File: config.mk
export PLATFORM = sky130hd
export DESIGN_NAME = stereo_log_envelope_follower_top
export DESIGN_NICKNAME = d
export VERILOG_FILES = /design/src/rtl/slef_pkg.sv /design/src/rtl/slef_div.sv /design/src/rtl/stereo_log_envelope_follower_top.sv
export VERILOG_INCLUDE_DIRS = /design/src /design/src/rtl
export SDC_FILE = /design/constraint.sdc
export NUM_CORES = 2
export LEC_CHECK = 0
export BUFFER_PORTS_ARGS = -buffer_cell sky130_fd_sc_hd__buf_2
export CORE_MARGIN = 2
export CORE_UTILIZATION = 25
export DETAILED_ROUTE_END_ITERATION = 7
export PLACE_DENSITY = 0.43
export REMOVE_ABC_BUFFERS = 1
export SETUP_SLACK_MARGIN = 0.3
export SYNTH_ARGS = -nofsm -noshare
export SYNTH_HDL_FRONTEND = slang
export SYNTH_SLANG_ARGS = --single-unit
export TNS_END_PERCENT = 100
File: constraint.sdc
create_clock -name clk -period 12.8 [get_ports clk]
set_input_delay 0.64 -clock clk [delete_from_list [all_inputs] [get_ports clk]]
set_output_delay 0.64 -clock clk [all_outputs]
set_load 0.02 [all_outputs]
File: src/rtl/stereo_log_envelope_follower_top_macros.svh
// Assertion macros shared by the envelope follower RTL.
`ifndef STEREO_LOG_ENVELOPE_FOLLOWER_TOP_MACROS_SVH
`define STEREO_LOG_ENVELOPE_FOLLOWER_TOP_MACROS_SVH

// Same-cycle implication, checked on clk, quiet while rst_n is low.
`define SLEF_ASSERT_IMP(lbl, pre, post, msg) \
  lbl: assert property (@(posedge clk) disable iff (!rst_n) (pre) |-> (post)) else $error(msg);

// Next-cycle implication, checked on clk, quiet while rst_n is low.
`define SLEF_ASSERT_NXT(lbl, pre, post, msg) \
  lbl: assert property (@(posedge clk) disable iff (!rst_n) (pre) |=> (post)) else $error(msg);

`endif

File: src/rtl/slef_pkg.sv
// Shared constants for the stereo log envelope follower.
`default_nettype none
package slef_pkg;
  localparam int MAX_BUFFER_DEF = 128;
  localparam int LEVEL_FRAC_DEF = 16;

  localparam int SAMPLE_W = 32;
  localparam int COEF_W   = 17;
  localparam int OUT_W    = 23;
  localparam int CFG_IDX_W = 1;

  localparam logic [CFG_IDX_W-1:0] REG_ATTACK  = 1'b0;
  localparam logic [CFG_IDX_W-1:0] REG_RELEASE = 1'b1;

  localparam logic signed [COEF_W-1:0] ATTACK_RST  = -17'sd6554;
  localparam logic signed [COEF_W-1:0] RELEASE_RST = -17'sd655;

  localparam logic [30:0] ONE_Q30 = 31'h4000_0000;
  localparam logic [31:0] LN2_Q30 = 32'd744261118;
  localparam logic signed [OUT_W-1:0] LN_FLOOR = -23'sd3621653;

  localparam int EXP_TERMS = 14;
  localparam int LOG_BITS  = 20;
endpackage
`default_nettype wire

File: src/rtl/slef_div.sv
// Bit-serial restoring divider, one quotient bit per cycle.
`default_nettype none
module slef_div #(
  parameter int NW = 56,
  parameter int DW = 9
) (
  input  wire logic          clk,
  input  wire logic          rst_n,
  input  wire logic          start,
  input  wire logic [NW-1:0] num,
  input  wire logic [DW-1:0] den,
  output logic               done,
  output logic [NW-1:0]      quo
);
  localparam int CNTW = $clog2(NW + 1);

  logic [NW-1:0]   sh_r, sh_nxt;
  logic [DW-1:0]   rem_r, rem_nxt;
  logic [DW-1:0]   den_r;
  logic [CNTW-1:0] cnt_r, cnt_nxt;
  logic            busy_r, busy_nxt;
  logic            done_r, done_nxt;
  logic [DW:0]     trial;

  always_comb begin
    sh_nxt   = sh_r;
    rem_nxt  = rem_r;
    cnt_nxt  = cnt_r;
    busy_nxt = busy_r;
    done_nxt = 1'b0;
    trial    = {rem_r, sh_r[NW-1]};
    if (start) begin
      sh_nxt   = num;
      rem_nxt  = '0;
      cnt_nxt  = '0;
      busy_nxt = 1'b1;
    end else if (busy_r) begin
      if (trial >= {1'b0, den_r}) begin
        rem_nxt = DW'(trial - {1'b0, den_r});
        sh_nxt  = {sh_r[NW-2:0], 1'b1};
      end else begin
        rem_nxt = trial[DW-1:0];
        sh_nxt  = {sh_r[NW-2:0], 1'b0};
      end
      cnt_nxt = cnt_r + 1'b1;
      if (cnt_r == CNTW'(NW - 1)) begin
        busy_nxt = 1'b0;
        done_nxt = 1'b1;
      end
    end
  end

  always_ff @(posedge clk) begin
    if (!rst_n) begin
      busy_r <= 1'b0;
      done_r <= 1'b0;
      cnt_r  <= '0;
    end else begin
      busy_r <= busy_nxt;
      done_r <= done_nxt;
      cnt_r  <= cnt_nxt;
    end
    sh_r  <= sh_nxt;
    rem_r <= rem_nxt;
    if (start) den_r <= den;
  end

  assign done = done_r;
  assign quo  = sh_r;
endmodule
`default_nettype wire

File: src/rtl/stereo_log_envelope_follower_top.sv
// Top level of the stereo log envelope follower.
`default_nettype none
// Stereo envelope follower: sums |sample| per channel over a buffer, and on
// the beat flagged by in_tlast updates each channel's level toward the
// buffer mean with an attack or release time constant, then emits ln(level)
// in Q.16 per channel. A closing beat keeps in_tready low while both
// channels are worked and the result is loaded; the work grows with i, the
// integer part of -coef * n (fewer steps once the gain reaches zero), and
// falls as p, the top set bit of the new level, rises. A channel whose new
// level is zero skips the log. The bit-serial divider runs 29 times per
// channel (one mean division, 28 series terms), and a 32x32 multiplier is
// reused for series terms, the e^-i power loop and 20 log squarings. The
// result waits in an output register; the next beat is taken meanwhile. If
// that register is still full when the next result is ready, the block
// holds until it drains.
module stereo_log_envelope_follower_top #(
  parameter int MAX_BUFFER      = slef_pkg::MAX_BUFFER_DEF,
  parameter int LEVEL_FRAC_BITS = slef_pkg::LEVEL_FRAC_DEF
) (
  input  wire logic        clk,
  input  wire logic        rst_n,
  input  wire logic        in_tvalid,
  output logic             in_tready,
  input  wire logic [63:0] in_tdata,   // left_sample[31:0], right_sample[63:32]
  input  wire logic        in_tlast,   // end_of_buffer
  output logic             out_tvalid,
  input  wire logic        out_tready,
  output logic [47:0]      out_tdata,  // log_left[22:0], log_right[45:23], zero pad
  input  wire logic        cfg_we,
  input  wire logic [slef_pkg::CFG_IDX_W-1:0] cfg_idx,
  input  wire logic [slef_pkg::COEF_W-1:0]    cfg_data
);
  localparam int F    = LEVEL_FRAC_BITS;
  localparam int CW   = $clog2(MAX_BUFFER + 1);
  localparam int SUMW = 31 + CW;
  localparam int LW   = 32 + F;
  localparam int NW   = SUMW + F + 1;
  localparam int DW   = (CW + 1 > 4) ? CW + 1 : 4;
  localparam int XW   = 17 + CW;
  localparam int IW   = XW - 16;
  localparam int PW   = $clog2(LW);
  localparam int LGW  = PW + slef_pkg::LOG_BITS + 2;
  localparam int OW   = slef_pkg::OUT_W;

  localparam logic [4:0] ST_IDLE    = 5'd0;
  localparam logic [4:0] ST_DIV_ST  = 5'd1;
  localparam logic [4:0] ST_DIV_WT  = 5'd2;
  localparam logic [4:0] ST_XMUL    = 5'd3;
  localparam logic [4:0] ST_XTAKE   = 5'd4;
  localparam logic [4:0] ST_EXP_INI = 5'd5;
  localparam logic [4:0] ST_EXP_MUL = 5'd6;
  localparam logic [4:0] ST_EXP_DVS = 5'd7;
  localparam logic [4:0] ST_EXP_DVW = 5'd8;
  localparam logic [4:0] ST_EXP_END = 5'd9;
  localparam logic [4:0] ST_POW_CHK = 5'd10;
  localparam logic [4:0] ST_POW_MUL = 5'd11;
  localparam logic [4:0] ST_POW_TK  = 5'd12;
  localparam logic [4:0] ST_MH_MUL  = 5'd13;
  localparam logic [4:0] ST_MH_TK   = 5'd14;
  localparam logic [4:0] ST_ML_TK   = 5'd15;
  localparam logic [4:0] ST_LN_ST   = 5'd16;
  localparam logic [4:0] ST_NORM    = 5'd17;
  localparam logic [4:0] ST_SQ_MUL  = 5'd18;
  localparam logic [4:0] ST_SQ_TK   = 5'd19;
  localparam logic [4:0] ST_LN_MUL  = 5'd20;
  localparam logic [4:0] ST_LN_TK   = 5'd21;
  localparam logic [4:0] ST_NEXT_CH = 5'd22;
  localparam logic [4:0] ST_FINISH  = 5'd23;

  logic [4:0] state_r, state_nxt;

  logic signed [slef_pkg::COEF_W-1:0] atk_r, rel_r;
  logic [SUMW-1:0] sum_lf_r, sum_lf_nxt, sum_rt_r, sum_rt_nxt;
  logic [CW-1:0]   cnt_r, cnt_nxt, n_r, n_nxt;
  logic [LW-1:0]   lvl_lf_r, lvl_lf_nxt, lvl_rt_r, lvl_rt_nxt;
  logic            ch_r, ch_nxt;
  logic            rise_r, rise_nxt;
  logic [LW-1:0]   tgt_r, tgt_nxt, d_r, d_nxt;
  logic [XW-1:0]   x_r, x_nxt;
  logic [30:0]     e1_r, e1_nxt, g_r, g_nxt, term_r, term_nxt, t_r, t_nxt;
  logic signed [32:0] acc_r, acc_nxt;
  logic [3:0]      k_r, k_nxt;
  logic            eph_r, eph_nxt;
  logic [IW-1:0]   i_r, i_nxt;
  logic [LW-1:0]   hi_r, hi_nxt, v_r, v_nxt;
  logic [PW-1:0]   p_r, p_nxt;
  logic [30:0]     m_r, m_nxt;
  logic [slef_pkg::LOG_BITS-1:0] bits_r, bits_nxt;
  logic [4:0]      j_r, j_nxt;
  logic [OW-1:0]   lg_lf_r, lg_lf_nxt, lg_rt_r, lg_rt_nxt;
  logic            out_tvalid_r, out_tvalid_nxt;
  logic [47:0]     out_tdata_r, out_tdata_nxt;

  logic [31:0]     mul_a, mul_b;
  logic [63:0]     prod_r;

  logic            div_start, div_done;
  logic [NW-1:0]   div_num, div_quo;
  logic [DW-1:0]   div_den;

  logic [31:0]     mag_lf, mag_rt;
  logic [SUMW-1:0] sum_cur;
  logic [LW-1:0]   lvl_cur, lvl_new, mres;
  logic signed [slef_pkg::COEF_W-1:0] coef_sel;
  logic [16:0]     negc;
  logic [31:0]     mm;
  logic signed [LGW-1:0] l2;
  logic [LGW-1:0]  l2_mag;
  logic [63:0]     rnd;
  logic [OW-1:0]   lnv;
  logic signed [32:0] acc_cl;

  slef_div #(.NW(NW), .DW(DW)) u_div (
    .clk   (clk),
    .rst_n (rst_n),
    .start (div_start),
    .num   (div_num),
    .den   (div_den),
    .done  (div_done),
    .quo   (div_quo)
  );

  always_comb begin
    mag_lf   = in_tdata[31] ? (~in_tdata[31:0] + 32'd1) : in_tdata[31:0];
    mag_rt   = in_tdata[63] ? (~in_tdata[63:32] + 32'd1) : in_tdata[63:32];
    sum_cur  = ch_r ? sum_rt_r : sum_lf_r;
    lvl_cur  = ch_r ? lvl_rt_r : lvl_lf_r;
    coef_sel = rise_r ? atk_r : rel_r;
    negc     = (coef_sel > 0) ? 17'd0 : 17'(-coef_sel);
    mm       = prod_r[61:30];
    mres     = hi_r + LW'(prod_r[59:30]);
    lvl_new  = rise_r ? (tgt_r - mres) : (tgt_r + mres);
    l2       = ((LGW'(p_r) - LGW'(F)) <<< slef_pkg::LOG_BITS) + LGW'(bits_r);
    l2_mag   = l2[LGW-1] ? LGW'(-l2) : LGW'(l2);
    rnd      = prod_r + (64'd1 << 33);
    lnv      = l2[LGW-1] ? OW'(-rnd[33+OW:34]) : rnd[33+OW:34];
    acc_cl   = acc_r;
    if (acc_r < 0) acc_cl = '0;
    else if (acc_r > 33'sd1073741824) acc_cl = 33'sd1073741824;
  end

  always_comb begin
    state_nxt      = state_r;
    sum_lf_nxt     = sum_lf_r;
    sum_rt_nxt     = sum_rt_r;
    cnt_nxt        = cnt_r;
    n_nxt          = n_r;
    lvl_lf_nxt     = lvl_lf_r;
    lvl_rt_nxt     = lvl_rt_r;
    ch_nxt         = ch_r;
    rise_nxt       = rise_r;
    tgt_nxt        = tgt_r;
    d_nxt          = d_r;
    x_nxt          = x_r;
    e1_nxt         = e1_r;
    g_nxt          = g_r;
    term_nxt       = term_r;
    t_nxt          = t_r;
    acc_nxt        = acc_r;
    k_nxt          = k_r;
    eph_nxt        = eph_r;
    i_nxt          = i_r;
    hi_nxt         = hi_r;
    v_nxt          = v_r;
    p_nxt          = p_r;
    m_nxt          = m_r;
    bits_nxt       = bits_r;
    j_nxt          = j_r;
    lg_lf_nxt      = lg_lf_r;
    lg_rt_nxt      = lg_rt_r;
    out_tdata_nxt  = out_tdata_r;
    out_tvalid_nxt = out_tvalid_r && !out_tready;
    mul_a          = '0;
    mul_b          = '0;
    div_start      = 1'b0;
    div_num        = '0;
    div_den        = '0;
    in_tready      = (state_r == ST_IDLE);

    case (state_r)
      ST_IDLE: begin
        if (in_tvalid) begin
          n_nxt = cnt_r;
          if (cnt_r < CW'(MAX_BUFFER)) begin
            sum_lf_nxt = sum_lf_r + SUMW'(mag_lf);
            sum_rt_nxt = sum_rt_r + SUMW'(mag_rt);
            cnt_nxt    = cnt_r + 1'b1;
            n_nxt      = cnt_r + 1'b1;
          end
          if (in_tlast) begin
            ch_nxt    = 1'b0;
            state_nxt = ST_DIV_ST;
          end
        end
      end
      ST_DIV_ST: begin
        div_start = 1'b1;
        div_num   = NW'({sum_cur, {F{1'b0}}}) + NW'(lvl_cur);
        div_den   = DW'(n_r) + 1'b1;
        state_nxt = ST_DIV_WT;
      end
      ST_DIV_WT: begin
        if (div_done) begin
          tgt_nxt   = div_quo[LW-1:0];
          rise_nxt  = div_quo[LW-1:0] > lvl_cur;
          d_nxt     = (div_quo[LW-1:0] > lvl_cur) ? (div_quo[LW-1:0] - lvl_cur)
                                                  : (lvl_cur - div_quo[LW-1:0]);
          state_nxt = ST_XMUL;
        end
      end
      ST_XMUL: begin
        mul_a     = 32'(negc);
        mul_b     = 32'(n_r);
        state_nxt = ST_XTAKE;
      end
      ST_XTAKE: begin
        x_nxt     = prod_r[XW-1:0];
        eph_nxt   = 1'b0;
        state_nxt = ST_EXP_INI;
      end
      ST_EXP_INI: begin
        // e^-1 first, then e^-f
        term_nxt  = slef_pkg::ONE_Q30;
        acc_nxt   = 33'(slef_pkg::ONE_Q30);
        k_nxt     = 4'd1;
        t_nxt     = eph_r ? {1'b0, x_r[15:0], 14'd0} : slef_pkg::ONE_Q30;
        state_nxt = ST_EXP_MUL;
      end
      ST_EXP_MUL: begin
        mul_a     = 32'(term_r);
        mul_b     = 32'(t_r);
        state_nxt = ST_EXP_DVS;
      end
      ST_EXP_DVS: begin
        div_start = 1'b1;
        div_num   = NW'(prod_r[60:30]);
        div_den   = DW'(k_r);
        state_nxt = ST_EXP_DVW;
      end
      ST_EXP_DVW: begin
        if (div_done) begin
          term_nxt = div_quo[30:0];
          if (k_r[0]) acc_nxt = acc_r - $signed(33'(div_quo[30:0]));
          else        acc_nxt = acc_r + $signed(33'(div_quo[30:0]));
          if (k_r == 4'(slef_pkg::EXP_TERMS)) begin
            state_nxt = ST_EXP_END;
          end else begin
            k_nxt     = k_r + 1'b1;
            state_nxt = ST_EXP_MUL;
          end
        end
      end
      ST_EXP_END: begin
        if (!eph_r) begin
          e1_nxt    = acc_cl[30:0];
          eph_nxt   = 1'b1;
          state_nxt = ST_EXP_INI;
        end else begin
          g_nxt     = acc_cl[30:0];
          i_nxt     = x_r[XW-1:16];
          state_nxt = ST_POW_CHK;
        end
      end
      ST_POW_CHK: begin
        if (i_r == '0 || g_r == '0) state_nxt = ST_MH_MUL;
        else                        state_nxt = ST_POW_MUL;
      end
      ST_POW_MUL: begin
        mul_a     = 32'(g_r);
        mul_b     = 32'(e1_r);
        state_nxt = ST_POW_TK;
      end
      ST_POW_TK: begin
        g_nxt     = prod_r[60:30];
        i_nxt     = i_r - 1'b1;
        state_nxt = ST_POW_CHK;
      end
      ST_MH_MUL: begin
        mul_a     = 32'(g_r);
        mul_b     = 32'(d_r[LW-1:30]);
        state_nxt = ST_MH_TK;
      end
      ST_MH_TK: begin
        hi_nxt    = prod_r[LW-1:0];
        mul_a     = 32'(g_r);
        mul_b     = 32'(d_r[29:0]);
        state_nxt = ST_ML_TK;
      end
      ST_ML_TK: begin
        if (ch_r) lvl_rt_nxt = lvl_new;
        else      lvl_lf_nxt = lvl_new;
        state_nxt = ST_LN_ST;
      end
      ST_LN_ST: begin
        v_nxt = lvl_cur;
        p_nxt = PW'(LW - 1);
        if (lvl_cur == '0) begin
          if (ch_r) lg_rt_nxt = slef_pkg::LN_FLOOR;
          else      lg_lf_nxt = slef_pkg::LN_FLOOR;
          state_nxt = ST_NEXT_CH;
        end else begin
          state_nxt = ST_NORM;
        end
      end
      ST_NORM: begin
        // shift until the top bit is set; p tracks its original position
        if (v_r[LW-1]) begin
          m_nxt     = v_r[LW-1 -: 31];
          j_nxt     = '0;
          bits_nxt  = '0;
          state_nxt = ST_SQ_MUL;
        end else begin
          v_nxt = {v_r[LW-2:0], 1'b0};
          p_nxt = p_r - 1'b1;
        end
      end
      ST_SQ_MUL: begin
        mul_a     = 32'(m_r);
        mul_b     = 32'(m_r);
        state_nxt = ST_SQ_TK;
      end
      ST_SQ_TK: begin
        bits_nxt = {bits_r[slef_pkg::LOG_BITS-2:0], mm[31]};
        m_nxt    = mm[31] ? mm[31:1] : mm[30:0];
        j_nxt    = j_r + 1'b1;
        if (j_r == 5'(slef_pkg::LOG_BITS - 1)) state_nxt = ST_LN_MUL;
        else                                   state_nxt = ST_SQ_MUL;
      end
      ST_LN_MUL: begin
        mul_a     = 32'(l2_mag);
        mul_b     = slef_pkg::LN2_Q30;
        state_nxt = ST_LN_TK;
      end
      ST_LN_TK: begin
        if (ch_r) lg_rt_nxt = lnv;
        else      lg_lf_nxt = lnv;
        state_nxt = ST_NEXT_CH;
      end
      ST_NEXT_CH: begin
        if (!ch_r) begin
          ch_nxt    = 1'b1;
          state_nxt = ST_DIV_ST;
        end else begin
          state_nxt = ST_FINISH;
        end
      end
      ST_FINISH: begin
        // hold until the output register is free
        if (!out_tvalid_r || out_tready) begin
          out_tdata_nxt  = {2'b00, lg_rt_r, lg_lf_r};
          out_tvalid_nxt = 1'b1;
          sum_lf_nxt     = '0;
          sum_rt_nxt     = '0;
          cnt_nxt        = '0;
          state_nxt      = ST_IDLE;
        end
      end
      default: state_nxt = ST_IDLE;
    endcase
  end

  always_ff @(posedge clk) begin
    if (!rst_n) begin
      state_r      <= ST_IDLE;
      atk_r        <= slef_pkg::ATTACK_RST;
      rel_r        <= slef_pkg::RELEASE_RST;
      sum_lf_r     <= '0;
      sum_rt_r     <= '0;
      cnt_r        <= '0;
      lvl_lf_r     <= '0;
      lvl_rt_r     <= '0;
      out_tvalid_r <= 1'b0;
    end else begin
      state_r      <= state_nxt;
      sum_lf_r     <= sum_lf_nxt;
      sum_rt_r     <= sum_rt_nxt;
      cnt_r        <= cnt_nxt;
      lvl_lf_r     <= lvl_lf_nxt;
      lvl_rt_r     <= lvl_rt_nxt;
      out_tvalid_r <= out_tvalid_nxt;
      if (cfg_we) begin
        case (cfg_idx)
          slef_pkg::REG_ATTACK:  atk_r <= $signed(cfg_data);
          slef_pkg::REG_RELEASE: rel_r <= $signed(cfg_data);
          default: ;
        endcase
      end
    end
    n_r         <= n_nxt;
    ch_r        <= ch_nxt;
    rise_r      <= rise_nxt;
    tgt_r       <= tgt_nxt;
    d_r         <= d_nxt;
    x_r         <= x_nxt;
    e1_r        <= e1_nxt;
    g_r         <= g_nxt;
    term_r      <= term_nxt;
    t_r         <= t_nxt;
    acc_r       <= acc_nxt;
    k_r         <= k_nxt;
    eph_r       <= eph_nxt;
    i_r         <= i_nxt;
    hi_r        <= hi_nxt;
    v_r         <= v_nxt;
    p_r         <= p_nxt;
    m_r         <= m_nxt;
    bits_r      <= bits_nxt;
    j_r         <= j_nxt;
    lg_lf_r     <= lg_lf_nxt;
    lg_rt_r     <= lg_rt_nxt;
    out_tdata_r <= out_tdata_nxt;
    prod_r      <= mul_a * mul_b;
  end

  assign out_tvalid = out_tvalid_r;
  assign out_tdata  = out_tdata_r;

`include "stereo_log_envelope_follower_top_macros.svh"

  `SLEF_ASSERT_IMP(a_cnt_limit, 1'b1, cnt_r <= CW'(MAX_BUFFER), "sample count past limit")
  `SLEF_ASSERT_IMP(a_div_owner, div_done, state_r == ST_DIV_WT || state_r == ST_EXP_DVW, "divider done with no waiter")
  `SLEF_ASSERT_NXT(a_finish, state_r == ST_FINISH && (!out_tvalid_r || out_tready), out_tvalid_r && state_r == ST_IDLE && cnt_r == '0, "result not loaded")
  `SLEF_ASSERT_IMP(a_exp_k, state_r == ST_EXP_DVW, k_r != 4'd0 && k_r <= 4'(slef_pkg::EXP_TERMS), "series index out of range")
endmodule
`default_nettype wire
* Yosys cells after proc, flatten, opt, wreduce, memory -nomap -nowiden
Cells that the tools add are included.
Word-level totals: output and inout bits 50, register bits 918, input bits 88, logic and storage cells 250
Operators by class: equal/unequal tests 41, bitwise logic cells 7, multipliers 1, mux-type cells 87, order comparisons 6, reductions and logical operators 41, add/subtract/negate cells 26
Operator list (count):
- 2-to-1 mux 39 bit | 6
- 2-to-1 mux 31 bit | 7
- case mux 31 bit (7 select lines) | 1
- 2-to-1 mux 48 bit | 4
- case mux 31 bit (2 select lines) | 3
- 2-to-1 mux 23 bit | 7
- case mux 39 bit (2 select lines) | 2
- case mux 31 bit (5 select lines) | 1
- subtractor 48 bit | 3
- case mux 5 bit (24 select lines) | 1
- 2-to-1 mux 56 bit | 2
- case mux 56 bit (2 select lines) | 1
- case mux 48 bit (2 select lines) | 1
- case mux 23 bit (2 select lines) | 2
- adder 39 x 32 -> 39 bit | 2
- 2-to-1 mux 33 bit | 2
- case mux 33 bit (2 select lines) | 1
- adder 32 x 1 -> 32 bit, second input constant | 2
- 2-to-1 mux 32 bit | 2
- NOT 32 bit | 2
- multiplier 31 x 31 -> 62 bit | 1
- adder 57 x 34 -> 57 bit, second input constant | 1
- adder 55 x 48 -> 56 bit | 1
- adder 48 x 30 -> 48 bit | 1
- other kinds (63) | 153

* Depth between registers and ports, before layout
depth in word-level cells 7, mapped depth 49, mapped depth without buffers 41

* Modules after synthesis
From an unflattened synthesis, not the netlist that was laid out.
Unflattened totals: cell total of the unflattened synthesis 9544, area total of the unflattened synthesis 87747.9 um^2
By module, submodules not included:
- stereo_log_envelope_follower_top | area each 83949.3 um^2, times used 1, cells each 9278
- slef_div | area each 3798.6 um^2, times used 1, cells each 266

* Least setup slack after synthesis
Ideal clock, no wire load.
path kind reg-to-reg, start point register rise_r, end point register prod_r[61], arrival 11943 ps, stages on the path, launching flop included 48, path slack 785 ps, path buffers 8, data required time 12728 ps, cell sequence edfxtp_1 > buf_2 > buf_2 > buf_1 > buf_2 > clkbuf_1 > clkbuf_1 > mux2i_1 > ha_1 > o21ai_0 > or2_2 > nor4_1 > nand3_1 > nor2_1 > a21oi_1 > clkbuf_1 > nor2_1 > a2111oi_0 > [12 not listed] > fa_1 > inv_1 > fa_1 > inv_1 > ha_1 > and3_1 > a31oi_1 > o21ai_0 > a2111o_1 > o211ai_1 > a31oi_1 > a221oi_1 > nor2_1 > a41oi_1 > o31a_1 > o21ai_0 > a21oi_1 > xnor2_1
Between the ends: word-level cells in the longest chain between the ends 5
Ends and longest elaborated chain:
- start, declared | RTL line stereo_log_envelope_follower_top.sv:77 | logic rise_r, rise_nxt;
- start signal, assigned | RTL line stereo_log_envelope_follower_top.sv:391 | rise_r <= rise_nxt;
- 2-to-1 mux 17 bit (*) | RTL line stereo_log_envelope_follower_top.sv:128 | coef_sel = rise_r ? atk_r : rel_r;
- negation 17 bit or greater-than comparator 17 x 1 -> 1 bit (tied branches) | RTL line stereo_log_envelope_follower_top.sv:129 | negc = (coef_sel > 0) ? 17'd0 : 17'(-coef_sel);
- 2-to-1 mux 17 bit (*) | RTL line stereo_log_envelope_follower_top.sv:129
- case mux 31 bit (5 select lines) (*) | RTL line stereo_log_envelope_follower_top.sv:180 | case (state_r)
- multiplier 31 x 31 -> 62 bit (*) | RTL line stereo_log_envelope_follower_top.sv:412 | prod_r <= mul_a * mul_b;
- end signal, assigned | RTL line stereo_log_envelope_follower_top.sv:412
- end, declared | RTL line stereo_log_envelope_follower_top.sv:95 | logic [63:0] prod_r;
Every way passes the cells marked *; elsewhere a longest branch is shown, timed or not. A chain may end at the register's enable or synchronous reset.

* Final worst setup path
Same ends and word-level chain as after synthesis.

==> results.sh <==
export IMPL_cts_tree="done"
export IMPL_crit_required_ns=13.42
export IMPL_period_needed_ns=11.79
export IMPL_ys_ff_latch=904
export IMPL_post_drt_wl_per_cell_um=25.17
export IMPL_synth_cells=9326
export IMPL_violations="max-slew violations"
export IMPL_synth_top_cell_by_area="edfxtp_1"
export IMPL_place_congestion=0.9359
export IMPL_cts_buffers=107
export IMPL_drt_iter0_drc=7178
export IMPL_dieArea_um2=350100
export IMPL_arrival_ns=12.41
export IMPL_hold_path_class="in2reg"
export IMPL_post_drt_via_cell_ratio=5.014
export IMPL_power_density_nw_per_um2=98.74
export IMPL_die_h_um=591.7
export IMPL_async_flop_share_pct=0
export IMPL_hpwl_um=282200
export IMPL_root_buffer="clkbuf_16"
export IMPL_vias=70349
export IMPL_htree_num_levels=3
export IMPL_synth_top_cell_area_share_pct=20.97
export IMPL_finalHoldViolCount=0
export IMPL_finalNetCount=10895
export IMPL_seq_power_share_pct=37.2
export IMPL_initial_core_util_pct=25.15
export IMPL_slew_headroom_pct=-6.217
export IMPL_swShare_pct=34.84
export IMPL_syn_area_um2=86340
export IMPL_skew_ns=0.09377
export IMPL_wirelength_um=353200
export IMPL_power_uw=9595
export IMPL_place_port_buffers=135
export IMPL_placementRows=215
export IMPL_crit_type="reg2reg"
export IMPL_synth_edf_count=603
export IMPL_grt_pass1_vias=70038
export IMPL_drive_gt1_share_pct=8.280
export IMPL_path_clk_slew_ns=0.06
export IMPL_critical_path_max_stage_delay_ns=0.58
export IMPL_drv_cap=0
export IMPL_avgSynthCellArea_um2=9.258
export IMPL_report_final_slew_viol_count=4
export IMPL_hold_buffers=0
export IMPL_leakage_uw=0.04114
export IMPL_peakVddDrop_mv=0.09888
export IMPL_cts_resized=0
export IMPL_postCtsSetupRepairBufs=0
export IMPL_critPathLaunchType="flop"
export IMPL_cpMostUsedCell="fa_1"
export IMPL_synthDistinctLibCells=97
export IMPL_setup_viol=0
export IMPL_layout_common_cells="nand2_1, inv_1, fa_1, nor2_1, edfxtp_1"
export IMPL_gr_usage_all_layers_pct=19.77
export IMPL_critPathMaxFanout=17
export IMPL_yosysSeqAreaShare_pct=27.95
export IMPL_fin_setup_tns_ns=0
export IMPL_core_area_um2=343300
export IMPL_grt_ovfl_total=0
export IMPL_num_io_pins=138
export IMPL_p_int_uw=6252
export IMPL_rsz0062_at_grt="no"
export IMPL_grt_pass1_wl_um=505100
export IMPL_grt_antenna_before_repair=18
export IMPL_cts_sinks=904
export IMPL_drtAntennaViolNets=0
export IMPL_ys_warn_count=0
export IMPL_firstDrtPassIters=6
export IMPL_clkLatencyLatePin_ns=0.76
export IMPL_tightest_slew_ns=1.593
export IMPL_syn_to_final_growth_pct=12.55
export IMPL_timing_fmax_ghz=0.08482
export IMPL_slowest_stage="o221ai_1"
export IMPL_status="finished, violations left"
export IMPL_cts_max_path_buffers=3
export IMPL_p_clk_share_pct=34.2
export IMPL_synthTopCellsByArea="edfxtp_1, fa_1, ha_1, dfxtp_1, nand2_1"
export IMPL_pwr_share_comb_pct=28.5
export IMPL_p_sw_uw=3342
export IMPL_period_share_pct=92.11
export IMPL_endpoint_kind="flop"
export IMPL_fp_dieW_um=591.7
export IMPL_nFillCells=36460
export IMPL_mostFrequentLayoutCell="nand2_1"
export IMPL_synth_ff_type="edfxtp_1"
export IMPL_drc=0
export IMPL_grt_start_max_net_pins=86
## cells by family (layout without fill, tap and decap cells)
kind of cell	Yosys count	count (layout)	synth area share, %
multiplexers	209	209	2.523
adder cells (fa/ha/maj)	1429	1429	28.06
flip-flops	904	904	27.95
AND/OR/NAND/NOR	2887	2887	15.24
other	1	6	0.004343
XOR/XNOR	549	549	5.569
AO/OA/AOI/OAI	1812	1812	13.90
buffers and inverters	1535	1677	6.741
## routing by layer
metal / part of all wire, % / wire (um) / up-vias / GRT usage, %
met4: 3.7 / 13060 / 2 / 6.520
met1: 45 / 158000 / 35690 / 27.37
met5: 0.0037 / 13 / - / 0
met3: 6.3 / 22270 / 441 / 2.540
met2: 45 / 159800 / 2628 / 31.75
li1: - / - / 31588 / -
## worst paths after layout
| check | end | slack, ns | depth (start not counted) | start |
|---|---|---|---|---|
| setup reg to reg | prod_r[61] | 1.01 | 39 | rise_r |
| setup / recovery | prod_r[61] | 1.01 | 39 | rise_r |
| hold reg to reg | out_tdata[29] | 0.42 | 0 | lg_rt_r[6] |
| hold / removal | rel_r[8] | 0.15 | 3 | cfg_data[8] |
## critical path, delay by kind of cell, from the launching register on
kind / cells / cell delay [ns]
AND/OR/NAND/NOR: 6 / 1.78
AO/OA/AOI/OAI: 13 / 2.81
buffers and inverters: 8 / 1.27
XOR/XNOR: 1 / 0.12
flip-flops: 1 / 0.41
multiplexers: 1 / 0.43
adder cells (fa/ha/maj): 10 / 4.83
## cell type report
class / count / area (um2) / area share, %
Clock inverter: 65 / 765.7 / 0.7880
Antenna cell: 4 / 10.01 / 0.01030
Multi-Input combinational cell: 6888 / 56840 / 58.50
Inverter: 1084 / 4069 / 4.187
Clock buffer: 135 / 2990 / 3.077
Tap cell: 4557 / 5702 / 5.868
Sequential cell: 904 / 24130 / 24.84
Timing Repair Buffer: 393 / 2660 / 2.737
## synthesized netlist by cell type (18+ instances only)
| cell | n |
|---|---|
| o21ai_0 | 378 |
| nor3_1 | 99 |
| o21a_1 | 55 |
| fa_1 | 846 |
| clkbuf_1 | 386 |
| o21bai_1 | 55 |
| and3_1 | 57 |
| a211oi_1 | 52 |
| dfxtp_1 | 301 |
| a21oi_1 | 419 |
| a21boi_0 | 95 |
| mux2i_1 | 140 |
| buf_1 | 40 |
| and2_1 | 131 |
| a31oi_1 | 54 |
| a221oi_1 | 27 |
| nor4_1 | 43 |
| o22ai_1 | 25 |
| a221o_1 | 22 |
| ha_1 | 583 |
| a21o_1 | 220 |
| nand2b_1 | 71 |
| nand4_1 | 75 |
| xor2_1 | 209 |
| o211ai_1 | 33 |
| xnor2_1 | 340 |
| or2_2 | 27 |
| nor2b_1 | 106 |
| o31ai_1 | 46 |
| a22o_1 | 37 |
| mux2_2 | 69 |
| or3_1 | 52 |
| nand2_1 | 1123 |
| nand3b_1 | 54 |
| nor2_1 | 831 |
| a211o_1 | 18 |
| inv_1 | 1084 |
| a22oi_1 | 99 |
| nand3_1 | 144 |
| edfxtp_1 | 603 |
## per-stage QoR
stage	utilization, %	setup slack (ns)	cell area (um2)	hold slack (ns)	std cells
finish	28.31	1.010	97170	0.1548	14030
global route	28.31	0.3962	97170	0.1321	14027
CTS	28.30	0.5492	97120	0.09985	14026
detailed placement	27.20	0.5965	93370	0.3887	13826
global placement	27.20	0.5989	93370	0.3987	13826
floorplan	-	-0.8032	84590	0.3855	8876
## state kept, by name (all words and copies together) (netlist names), 39 cells and up
| register | count |
|---|---|
| hi_r | 48 |
| d_r | 48 |
| sum_lf_r | 39 |
| tgt_r | 48 |
| u_div.quo | 56 |
| lvl_rt_r | 48 |
| sum_rt_r | 39 |
| prod_r | 62 |
| v_r | 48 |
| lvl_lf_r | 48 |
| out_tdata | 46 |
## power groups by stage
stage / Clock (uW) / Sequential (uW) / Combinational (uW)
6_report: 3280 / 3570 / 2740
5_1_grt: 3460 / 3580 / 2990
4_1_cts: 3360 / 3570 / 2710
3_5_place_dp: 0 / 3630 / 2690
3_3_place_gp: 0 / 3630 / 2690
2_1_floorplan: 0 / 3520 / 1850
(Power assumes the default switching activity.)
